==> src/rtl/assert_macros.svh <==
// Assertion macros shared by the RTL of the cave automaton block.
`ifndef ASSERT_MACROS_SVH
`define ASSERT_MACROS_SVH

// Property checked at every clock edge outside reset.
`define CAS_ASSERT(label, prop, msg) \
  label: assert property (@(posedge clk_i) disable iff (!rst_ni) (prop)) else $error(msg);

// Consequent checked in the cycle after the antecedent holds.
`define CAS_ASSERT_NEXT(label, ante, cons, msg) \
  label: assert property (@(posedge clk_i) disable iff (!rst_ni) (ante) |=> (cons)) else $error(msg);

`endif

==> src/rtl/cas_pkg.sv <==
// Package of the cave automaton step block: sizes, register indexes and rule constants.
package cas_pkg;

  localparam int MAX_COLUMNS = 256;
  localparam int MAX_ROWS    = 256;
  localparam int MIN_DIM     = 5;
  localparam int DIM_RESET   = 65;

  // Two padding columns and rows follow the grid.
  localparam int HALO     = 2;
  localparam int LINE_LEN = MAX_COLUMNS + HALO;
  localparam int COL_W    = $clog2(MAX_COLUMNS + HALO);
  localparam int ROW_W    = $clog2(MAX_ROWS + HALO);

  localparam int DIM_W     = 9;
  localparam int CFG_IDX_W = 2;

  localparam int WIN_SIDE   = 5;
  localparam int WIN_BITS   = WIN_SIDE * WIN_SIDE;
  localparam int LINE_ROWS  = WIN_SIDE - 1;
  localparam int CENTER_BIT = (WIN_BITS - 1) / 2;

  localparam int WALL_MIN_3X3  = 5;
  localparam int SPARSE_MAX_5X5 = 2;

  typedef enum logic [CFG_IDX_W-1:0] {
    REG_GRID_WIDTH  = 2'd0,
    REG_GRID_HEIGHT = 2'd1,
    REG_EARLY_FILL  = 2'd2
  } reg_idx_e;

endpackage

==> src/rtl/cas_intf.sv <==
// Valid/ready channel interfaces of the cave automaton step block.
interface cas_cell_if;
  logic valid;
  logic ready;
  logic cell_value;

  modport source (output valid, output cell_value, input ready);
  modport sink (input valid, input cell_value, output ready);
endinterface

interface cas_result_if;
  logic valid;
  logic ready;
  logic new_value;
  logic last_cell;

  modport source (output valid, output new_value, output last_cell, input ready);
  modport sink (input valid, input new_value, input last_cell, output ready);
endinterface

interface cas_cfg_if;
  logic                          valid;
  logic                          ready;
  logic [cas_pkg::CFG_IDX_W-1:0] index;
  logic [cas_pkg::DIM_W-1:0]     data;

  modport source (output valid, output index, output data, input ready);
  modport sink (input valid, input index, input data, output ready);
endinterface

==> src/rtl/cas_ram.sv <==
// Generic single-write, single-read RAM with registered read data.
module cas_ram #(
  parameter int WIDTH  = 1,
  parameter int DEPTH  = 2,
  parameter int ADDR_W = $clog2(DEPTH)
) (
  input  logic              clk_i,
  input  logic              we_i,
  input  logic [ADDR_W-1:0] waddr_i,
  input  logic [WIDTH-1:0]  wdata_i,
  input  logic              re_i,
  input  logic [ADDR_W-1:0] raddr_i,
  output logic [WIDTH-1:0]  rdata_o
);

  logic [WIDTH-1:0] mem_q [DEPTH];
  logic [WIDTH-1:0] rdata_q;

  always_ff @(posedge clk_i) begin
    if (we_i) begin
      mem_q[waddr_i] <= wdata_i;
    end
    if (re_i) begin
      rdata_q <= mem_q[raddr_i];
    end
  end

  assign rdata_o = rdata_q;

endmodule

==> src/rtl/cave_automaton_step.sv <==
// Cave automaton step: one streaming smoothing pass over a binary wall grid.
//
// cell_i takes the frame in raster order: each grid row is followed by two
// padding columns and the grid by two padding rows, (W+2) x (H+2) requests in
// all. Padding values are ignored. result_o gives one new cell for every frame
// position at row >= 2 and column >= 2, in raster order of the grid; last_cell
// marks the final grid cell. cfg_i writes grid_width (0), grid_height (1) and
// early_fill (2); dimensions saturate into the legal range and restart the frame.
//
// Throughput: one request per cycle while result_o is not stalled. A line
// memory of (MAX_COLUMNS+2) words of four bits keeps the last four rows of
// each column; it has one read and one write port, and is read when a request
// is accepted and written when that request leaves the compute stage, which
// waits while the output stalls. The request that completes a window passes
// the compute stage register and then the output register to result_o.
// When result_o stalls, the output register holds its result and the compute
// stage takes up to the next request with a result; further requests wait.
// Reset clears counters, window and pipeline valids and sets 65 x 65 with
// early fill on; the line memory needs no clearing.
module cave_automaton_step (
  input  logic         clk_i,
  input  logic         rst_ni,
  cas_cell_if.sink     cell_i,
  cas_result_if.source result_o,
  cas_cfg_if.sink      cfg_i
);

  `include "assert_macros.svh"

  localparam int ColW = cas_pkg::COL_W;
  localparam int RowW = cas_pkg::ROW_W;

  function automatic logic [ColW-1:0] clamp_cols(logic [cas_pkg::DIM_W-1:0] v);
    logic [ColW-1:0] res;
    if (32'(v) < cas_pkg::MIN_DIM) begin
      res = ColW'(cas_pkg::MIN_DIM);
    end else if (32'(v) > cas_pkg::MAX_COLUMNS) begin
      res = ColW'(cas_pkg::MAX_COLUMNS);
    end else begin
      res = ColW'(v);
    end
    return res;
  endfunction

  function automatic logic [RowW-1:0] clamp_rows(logic [cas_pkg::DIM_W-1:0] v);
    logic [RowW-1:0] res;
    if (32'(v) < cas_pkg::MIN_DIM) begin
      res = RowW'(cas_pkg::MIN_DIM);
    end else if (32'(v) > cas_pkg::MAX_ROWS) begin
      res = RowW'(cas_pkg::MAX_ROWS);
    end else begin
      res = RowW'(v);
    end
    return res;
  endfunction

  // Configuration
  logic [ColW-1:0] width_q;
  logic [RowW-1:0] height_q;
  logic            fill_q;
  logic            cfg_we;
  logic            restart;
  cas_pkg::reg_idx_e cfg_idx;

  assign cfg_i.ready = 1'b1;
  assign cfg_we      = cfg_i.valid && cfg_i.ready;
  assign cfg_idx     = cas_pkg::reg_idx_e'(cfg_i.index);
  assign restart     = cfg_we && (cfg_idx == cas_pkg::REG_GRID_WIDTH ||
                                  cfg_idx == cas_pkg::REG_GRID_HEIGHT);

  always_ff @(posedge clk_i or negedge rst_ni) begin
    if (!rst_ni) begin
      width_q  <= ColW'(cas_pkg::DIM_RESET);
      height_q <= RowW'(cas_pkg::DIM_RESET);
      fill_q   <= 1'b1;
    end else if (cfg_we) begin
      unique case (cfg_idx)
        cas_pkg::REG_GRID_WIDTH:  width_q  <= clamp_cols(cfg_i.data);
        cas_pkg::REG_GRID_HEIGHT: height_q <= clamp_rows(cfg_i.data);
        cas_pkg::REG_EARLY_FILL:  fill_q   <= cfg_i.data[0];
        default: ;
      endcase
    end
  end

  // Request stage: frame position counters and line memory read
  logic [ColW-1:0] col_cnt_q, col_cnt_d;
  logic [RowW-1:0] row_cnt_q, row_cnt_d;
  logic            accept;
  logic            in_bit;
  logic            s1_adv;

  assign accept = cell_i.valid && cell_i.ready;
  assign in_bit = (col_cnt_q >= width_q || row_cnt_q >= height_q) ? 1'b0 : cell_i.cell_value;

  always_comb begin
    col_cnt_d = col_cnt_q;
    row_cnt_d = row_cnt_q;
    if (restart) begin
      col_cnt_d = '0;
      row_cnt_d = '0;
    end else if (accept) begin
      if (col_cnt_q == width_q + ColW'(1)) begin
        col_cnt_d = '0;
        row_cnt_d = (row_cnt_q == height_q + RowW'(1)) ? '0 : row_cnt_q + RowW'(1);
      end else begin
        col_cnt_d = col_cnt_q + ColW'(1);
      end
    end
  end

  always_ff @(posedge clk_i or negedge rst_ni) begin
    if (!rst_ni) begin
      col_cnt_q <= '0;
      row_cnt_q <= '0;
    end else begin
      col_cnt_q <= col_cnt_d;
      row_cnt_q <= row_cnt_d;
    end
  end

  // Compute stage registers
  logic            s1_valid_q;
  logic            s1_bit_q;
  logic [ColW-1:0] s1_col_q;
  logic [RowW-1:0] s1_row_q;

  assign cell_i.ready = !s1_valid_q || s1_adv;

  always_ff @(posedge clk_i or negedge rst_ni) begin
    if (!rst_ni) begin
      s1_valid_q <= 1'b0;
    end else if (accept) begin
      s1_valid_q <= 1'b1;
    end else if (s1_adv) begin
      s1_valid_q <= 1'b0;
    end
  end

  always_ff @(posedge clk_i) begin
    if (accept) begin
      s1_bit_q <= in_bit;
      s1_col_q <= col_cnt_q;
      s1_row_q <= row_cnt_q;
    end
  end

  // Word per column: bit k holds row (r-4+k), newest row in the top bit.
  logic [cas_pkg::LINE_ROWS-1:0] line_rd;
  logic [cas_pkg::LINE_ROWS-1:0] line_wr;

  assign line_wr = {s1_bit_q, line_rd[cas_pkg::LINE_ROWS-1:1]};

  cas_ram #(
    .WIDTH (cas_pkg::LINE_ROWS),
    .DEPTH (cas_pkg::LINE_LEN)
  ) u_line_ram (
    .clk_i   (clk_i),
    .we_i    (s1_adv),
    .waddr_i (s1_col_q),
    .wdata_i (line_wr),
    .re_i    (accept),
    .raddr_i (col_cnt_q),
    .rdata_o (line_rd)
  );

  // Window update and cell rule
  logic [cas_pkg::WIN_BITS-1:0] window_q, window_d;
  logic [cas_pkg::WIN_SIDE-1:0] col_bits;
  logic [3:0]                   cnt3;
  logic [4:0]                   cnt5;
  logic                         has_res;
  logic                         on_border;
  logic                         new_val;
  logic                         last_val;
  logic                         out_free;
  logic                         out_valid_q;
  logic                         new_value_q;
  logic                         last_cell_q;

  always_comb begin
    // Rows above the top of the frame read as empty.
    for (int k = 0; k < cas_pkg::LINE_ROWS; k++) begin
      col_bits[k] = line_rd[k] && (32'(s1_row_q) + k >= cas_pkg::LINE_ROWS);
    end
    col_bits[cas_pkg::WIN_SIDE-1] = s1_bit_q;
    window_d = {col_bits, window_q[cas_pkg::WIN_BITS-1:cas_pkg::WIN_SIDE]};
  end

  always_comb begin
    cnt3 = '0;
    cnt5 = '0;
    for (int i = 1; i <= 3; i++) begin
      for (int j = 1; j <= 3; j++) begin
        cnt3 = cnt3 + 4'(window_d[i*cas_pkg::WIN_SIDE + j]);
      end
    end
    for (int b = 0; b < cas_pkg::WIN_BITS; b++) begin
      cnt5 = cnt5 + 5'(window_d[b]);
    end
  end

  assign has_res   = s1_row_q >= RowW'(cas_pkg::HALO) && s1_col_q >= ColW'(cas_pkg::HALO);
  assign on_border = s1_row_q == RowW'(cas_pkg::HALO) || s1_col_q == ColW'(cas_pkg::HALO) ||
                     s1_row_q == height_q + RowW'(1) || s1_col_q == width_q + ColW'(1);
  assign last_val  = s1_row_q == height_q + RowW'(1) && s1_col_q == width_q + ColW'(1);
  assign new_val   = on_border ? window_d[cas_pkg::CENTER_BIT] :
                     (cnt3 >= 4'(cas_pkg::WALL_MIN_3X3) ||
                      (fill_q && cnt5 <= 5'(cas_pkg::SPARSE_MAX_5X5)));

  assign out_free = !out_valid_q || result_o.ready;
  assign s1_adv   = s1_valid_q && (!has_res || out_free);

  always_ff @(posedge clk_i or negedge rst_ni) begin
    if (!rst_ni) begin
      window_q <= '0;
    end else if (restart) begin
      window_q <= '0;
    end else if (s1_adv) begin
      window_q <= window_d;
    end
  end

  // Output register
  always_ff @(posedge clk_i or negedge rst_ni) begin
    if (!rst_ni) begin
      out_valid_q <= 1'b0;
    end else if (s1_adv && has_res) begin
      out_valid_q <= 1'b1;
    end else if (result_o.ready) begin
      out_valid_q <= 1'b0;
    end
  end

  always_ff @(posedge clk_i) begin
    if (s1_adv && has_res) begin
      new_value_q <= new_val;
      last_cell_q <= last_val;
    end
  end

  assign result_o.valid     = out_valid_q;
  assign result_o.new_value = new_value_q;
  assign result_o.last_cell = last_cell_q;

  `CAS_ASSERT(a_col_in_frame, col_cnt_q <= width_q + ColW'(1), "column counter left the frame")
  `CAS_ASSERT(a_row_in_frame, row_cnt_q <= height_q + RowW'(1), "row counter left the frame")
  `CAS_ASSERT_NEXT(a_restart_clears, restart,
                   col_cnt_q == '0 && row_cnt_q == '0 && window_q == '0,
                   "dimension write did not restart the frame")
  `CAS_ASSERT_NEXT(a_s1_holds, s1_valid_q && !s1_adv,
                   s1_valid_q && $stable(s1_col_q) && $stable(s1_row_q),
                   "stalled compute stage lost its request")

endmodule

==> src/flat_wrapper.sv <==
// flat-port wrapper written by rule: the top's interface ports become plain ports
module cave_automaton_step_flat 
  (clk_i, rst_ni, cell_i_valid, cell_i_cell_value, cell_i_ready, result_o_valid, result_o_new_value, result_o_last_cell, result_o_ready, cfg_i_valid, cfg_i_index, cfg_i_data, cfg_i_ready);
  cas_cell_if cell_i_i ();
  cas_result_if result_o_i ();
  cas_cfg_if cfg_i_i ();
  input  logic clk_i;
  input  logic rst_ni;
  input wire logic [$bits(cell_i_i.valid)-1:0] cell_i_valid;
  input wire logic [$bits(cell_i_i.cell_value)-1:0] cell_i_cell_value;
  output wire logic [$bits(cell_i_i.ready)-1:0] cell_i_ready;
  output wire logic [$bits(result_o_i.valid)-1:0] result_o_valid;
  output wire logic [$bits(result_o_i.new_value)-1:0] result_o_new_value;
  output wire logic [$bits(result_o_i.last_cell)-1:0] result_o_last_cell;
  input wire logic [$bits(result_o_i.ready)-1:0] result_o_ready;
  input wire logic [$bits(cfg_i_i.valid)-1:0] cfg_i_valid;
  input wire logic [$bits(cfg_i_i.index)-1:0] cfg_i_index;
  input wire logic [$bits(cfg_i_i.data)-1:0] cfg_i_data;
  output wire logic [$bits(cfg_i_i.ready)-1:0] cfg_i_ready;
  assign cell_i_i.valid = cell_i_valid;
  assign cell_i_i.cell_value = cell_i_cell_value;
  assign cell_i_ready = cell_i_i.ready;
  assign result_o_valid = result_o_i.valid;
  assign result_o_new_value = result_o_i.new_value;
  assign result_o_last_cell = result_o_i.last_cell;
  assign result_o_i.ready = result_o_ready;
  assign cfg_i_i.valid = cfg_i_valid;
  assign cfg_i_i.index = cfg_i_index;
  assign cfg_i_i.data = cfg_i_data;
  assign cfg_i_ready = cfg_i_i.ready;
  cave_automaton_step u_core (.clk_i(clk_i), .rst_ni(rst_ni), .cell_i(cell_i_i), .result_o(result_o_i), .cfg_i(cfg_i_i));
endmodule
==> config.mk <==
export PLATFORM = sky130hd
export DESIGN_NAME = cave_automaton_step_flat
export DESIGN_NICKNAME = d
export VERILOG_FILES = /design/src/rtl/cas_pkg.sv /design/src/rtl/cas_intf.sv /design/src/rtl/cas_ram.sv /design/src/rtl/cave_automaton_step.sv /design/src/flat_wrapper.sv
export VERILOG_INCLUDE_DIRS = /design/src /design/src/rtl
export SDC_FILE = /design/constraint.sdc
export NUM_CORES = 1
export LEC_CHECK = 0
export ABC_AREA = 1
export BUFFER_PORTS_ARGS = -buffer_cell sky130_fd_sc_hd__buf_2
export CAP_MARGIN = 5
export CORE_MARGIN = 8
export CORE_UTILIZATION = 50
export DETAILED_ROUTE_END_ITERATION = 10
export PLACE_DENSITY = 0.75
export SLEW_MARGIN = 20
export SYNTH_ARGS = -nofsm -noshare
export SYNTH_HDL_FRONTEND = slang
export SYNTH_HIERARCHICAL = 1
export SYNTH_SLANG_ARGS = --single-unit
==> constraint.sdc <==
create_clock -name clk_i -period 8.9 [get_ports clk_i]
set_input_delay 0 -clock clk_i [delete_from_list [all_inputs] [get_ports clk_i]]
set_output_delay 0 -clock clk_i [all_outputs]
set_load 0.02 [all_outputs]
==> impl_metrics.yaml <==
setup_path:
  cpLargestDelayFamily: "adder cells"
  worst_path_most_repeated_cell: "fa_1"
  crit_required_ns: 9.31
  cpPeakStageDelay_ns: 0.51
  worstPathMaxFanout: 8
  worst-path-buf-inv: 4
  crit_chain: "ha_1 > nand3_1 > nor3_1 > xor2_1 > o21a_1 > nand4_1 > nand2_1 > fa_1 > fa_1 > inv_1 > fa_1 > inv_1 > fa_1 > inv_1 > fa_1 > fa_1 > inv_1 > a211o_1 > nand2_1 > o2111ai_1 > nand3_1 > nand3_1 > nand2_1"
  start_kind: "flop"
  critPathSlowestCell: "fa_1"
  worst-setup-path-type: "reg2reg"
  end_kind: "flop"
  crit_arrival_ns: 5.91
detailed_routing:
  wl_per_cell_um: 20.3
  routed_via_density: 5.76
  remaining_drc_errors: 0
  vias: 33700
  ant_nets: 0
  first_pass_iters: 7
  drt_wl_total_mm: 119
  dr.first_iter.drc_count: 4215
cts:
  cts.clk_slew.worst_paths_ns: 0.06
  clk_latency_ns: 0.68
  htree_num_levels: 3
  cts_made_buffers: 104
  clock-root-buffer: "clkbuf_16"
  cts_tree: "built"
  cts_sinks: 1116
  clockBufferDepth: 3
timing:
  fin_worst_skew_ns: 0.0284
  tightest_slew_ns: 1.09
  hold_viol: 0
  rsz0062_at_grt: "no"
  final.period_utilization: 0.618
  fmax_mhz: 182
  final.setup.tns_ns: 0
  final-setup-viol-count: 0
  relSlewSlack: 0.273
  worst_hold_slack_ns: 0.0481
  drv_slew: 0
  finalCriticalPeriod_ns: 5.50
flow_run:
  drv_cap: 0
logic_synthesis:
  async_flop_share: 0.0529
  yosys.area.top_type: "edfxtp_1"
  ys_types: 51
  synth_cells: 4547
  synth.area.top_cells: "edfxtp_1, nand3_1, nand2_1, dfrtp_1, nor2_1"
  yosysWarnings: 6
  syn_area_sq_um: 49000
  syn_nets: 4620
  synth_edf_count: 1057
  synth_seq_area_share: 0.678
  ys_ff_latch: 1116
  synth_top_area_frac: 0.647
  avgSynthCellArea_sq_um: 10.8
  synthFlopType: "edfxtp_1"
floorplanning:
  io_pins: 22
  rows: 115
  fp.dieH_um: 329
  core_sq_um: 97800
  die-area_sq_um: 108000
  start_util: 0.501
  fp.dieW_um: 329
cells_and_area:
  drive_gt1_frac: 0.0590
  syn_to_final_growth_pct: 8.84
  final_common_cell: "nand2_1"
  finalNetCount: 4546
  fill_cells: 8105
  final_cell_mix: "nand2_1, edfxtp_1, nand3_1, nor2_1, inv_1"
  insertedDiodeCount: 0
global_route:
  grt-ovfl-total: 0
  grt_pass1_vias: 32800
  track_usage: 0.215
  grt_max_degree: 249
  grt_first_pass_wirelength_mm: 183
  antenna_found_initial: 1
power:
  p_int_mw: 10.3
  pwr-share-comb: 0.304
  power.share.switching: 0.355
  power_frac_seq: 0.420
  powerDensity_nw_per_um2: 299
  p_switching_mw: 5.66
  clkPwrFrac: 0.276
  irDropWorstVdd_mv: 0.283
  leakage_nw: 19.3
placed_design:
  routabilityCongestion: 0.884
  io_buffers: 20
  hpwl_mm: 66.6
outcome:
  status: "complete, no violations"
hold_path:
  hold_path.class: "in2async"
## cell families (layout without fill, tap and decap cells)
group	count (synthesis)	count (layout)	synth area share
other cells	1	1	0.0000765
compound gates	99	99	0.0117
xor+xnor	10	10	0.00179
simple gates	2823	2823	0.248
buf+inv	442	458	0.0427
fa+ha+maj	56	56	0.0178
flops	1116	1116	0.678
## cell type report
| type | instances | area, sq um | share of cell area |
|---|---|---|---|
| clock buffer | 131 | 2790 | 0.0523 |
| clock inverter | 65 | 614 | 0.0115 |
| inverter | 172 | 672 | 0.0126 |
| multi-input combinational | 2989 | 13700 | 0.257 |
| sequential | 1116 | 33200 | 0.623 |
| tap | 1287 | 1610 | 0.0302 |
| timing repair buffer | 90 | 721 | 0.0135 |
## power groups by stage
stage	combinational, mW	clock (mW)	sequential, mW
after floorplan	3.23	0	7.06
after global placement	4.69	0	6.80
after detailed placement	4.79	0	6.81
after CTS	4.82	4.47	6.70
after global routing	5.39	4.67	6.72
final	4.85	4.41	6.70
## synth_stat cells (all sizes together) (22+ instances only)
cell and number:
a21oi 22, buf 194, clkbuf 76, dfrtp 54
edfxtp 1057, fa 23, ha 33, inv 171
nand2 1369, nand3 1052, nand4 24, nor2 345
o21ai 41
## stage by stage
stage / utilization / cells / area, sq um / power [mW] / setup WS (ns)
4_1_cts: 0.545 / 5850 / 53300 / 16.0 / 3.37
6_report: 0.545 / 5850 / 53400 / 16.0 / 3.40
2_1_floorplan: - / 4547 / 49000 / 10.3 / 1.20
3_5_place_dp: 0.508 / 5631 / 49700 / 11.6 / 3.39
3_3_place_gp: 0.508 / 5631 / 49700 / 11.5 / 3.49
5_1_grt: 0.545 / 5850 / 53400 / 16.8 / 3.02
## per-layer routing
layer  part of all wire  vias up  track usage
met3              0.093      298       0.0396
met1               0.38    16200        0.274
met4              0.042        0       0.0905
li1                   -    15600            -
met5                  0        -            0
met2               0.48     1613        0.361
## final timing paths
check / from / to / slack, ns / depth (start not counted)
worst min-delay path: rst_ni / u_core/col_cnt_q[6] / 0.05 / 3
min in group clk_i: result_o_ready / u_core/result_o.valid / 0.08 / 3
max in group asynchronous: rst_ni / u_core/col_cnt_q[0] / 8.28 / 3
worst min register to register: u_core/window_q[22] / u_core/window_q[22] / 0.50 / 2
worst max-delay path: u_core/s1_row_q[2] / u_core/result_o.new_value / 3.40 / 23
worst max register to register: u_core/s1_row_q[2] / u_core/result_o.new_value / 3.40 / 23
## flip-flops by register name, indices dropped and copies added, names as in the netlist, 4 cells and up
signal,cells
u_core/u_line_ram/mem_q,1032
u_core/height_q,9
u_core/width_q,9
u_core/window_q,20
u_core/row_cnt_q,9
u_core/s1_row_q,9
u_core/s1_col_q,9
u_core/u_line_ram/rdata_o,4
u_core/col_cnt_q,9
## what timing repair did
item,in CTS,in global routing
hold endpoints to repair,85,0
gates resized for setup,0,0
setup buffers,0,0
hold buffers,23,0
## worst min-delay path, stage by stage
cell           delay, ns
dlygate4sd3_1       0.53
buf_2               0.10
buf_4               0.59
No activity file was read; power rests on OpenSTA's default activity.
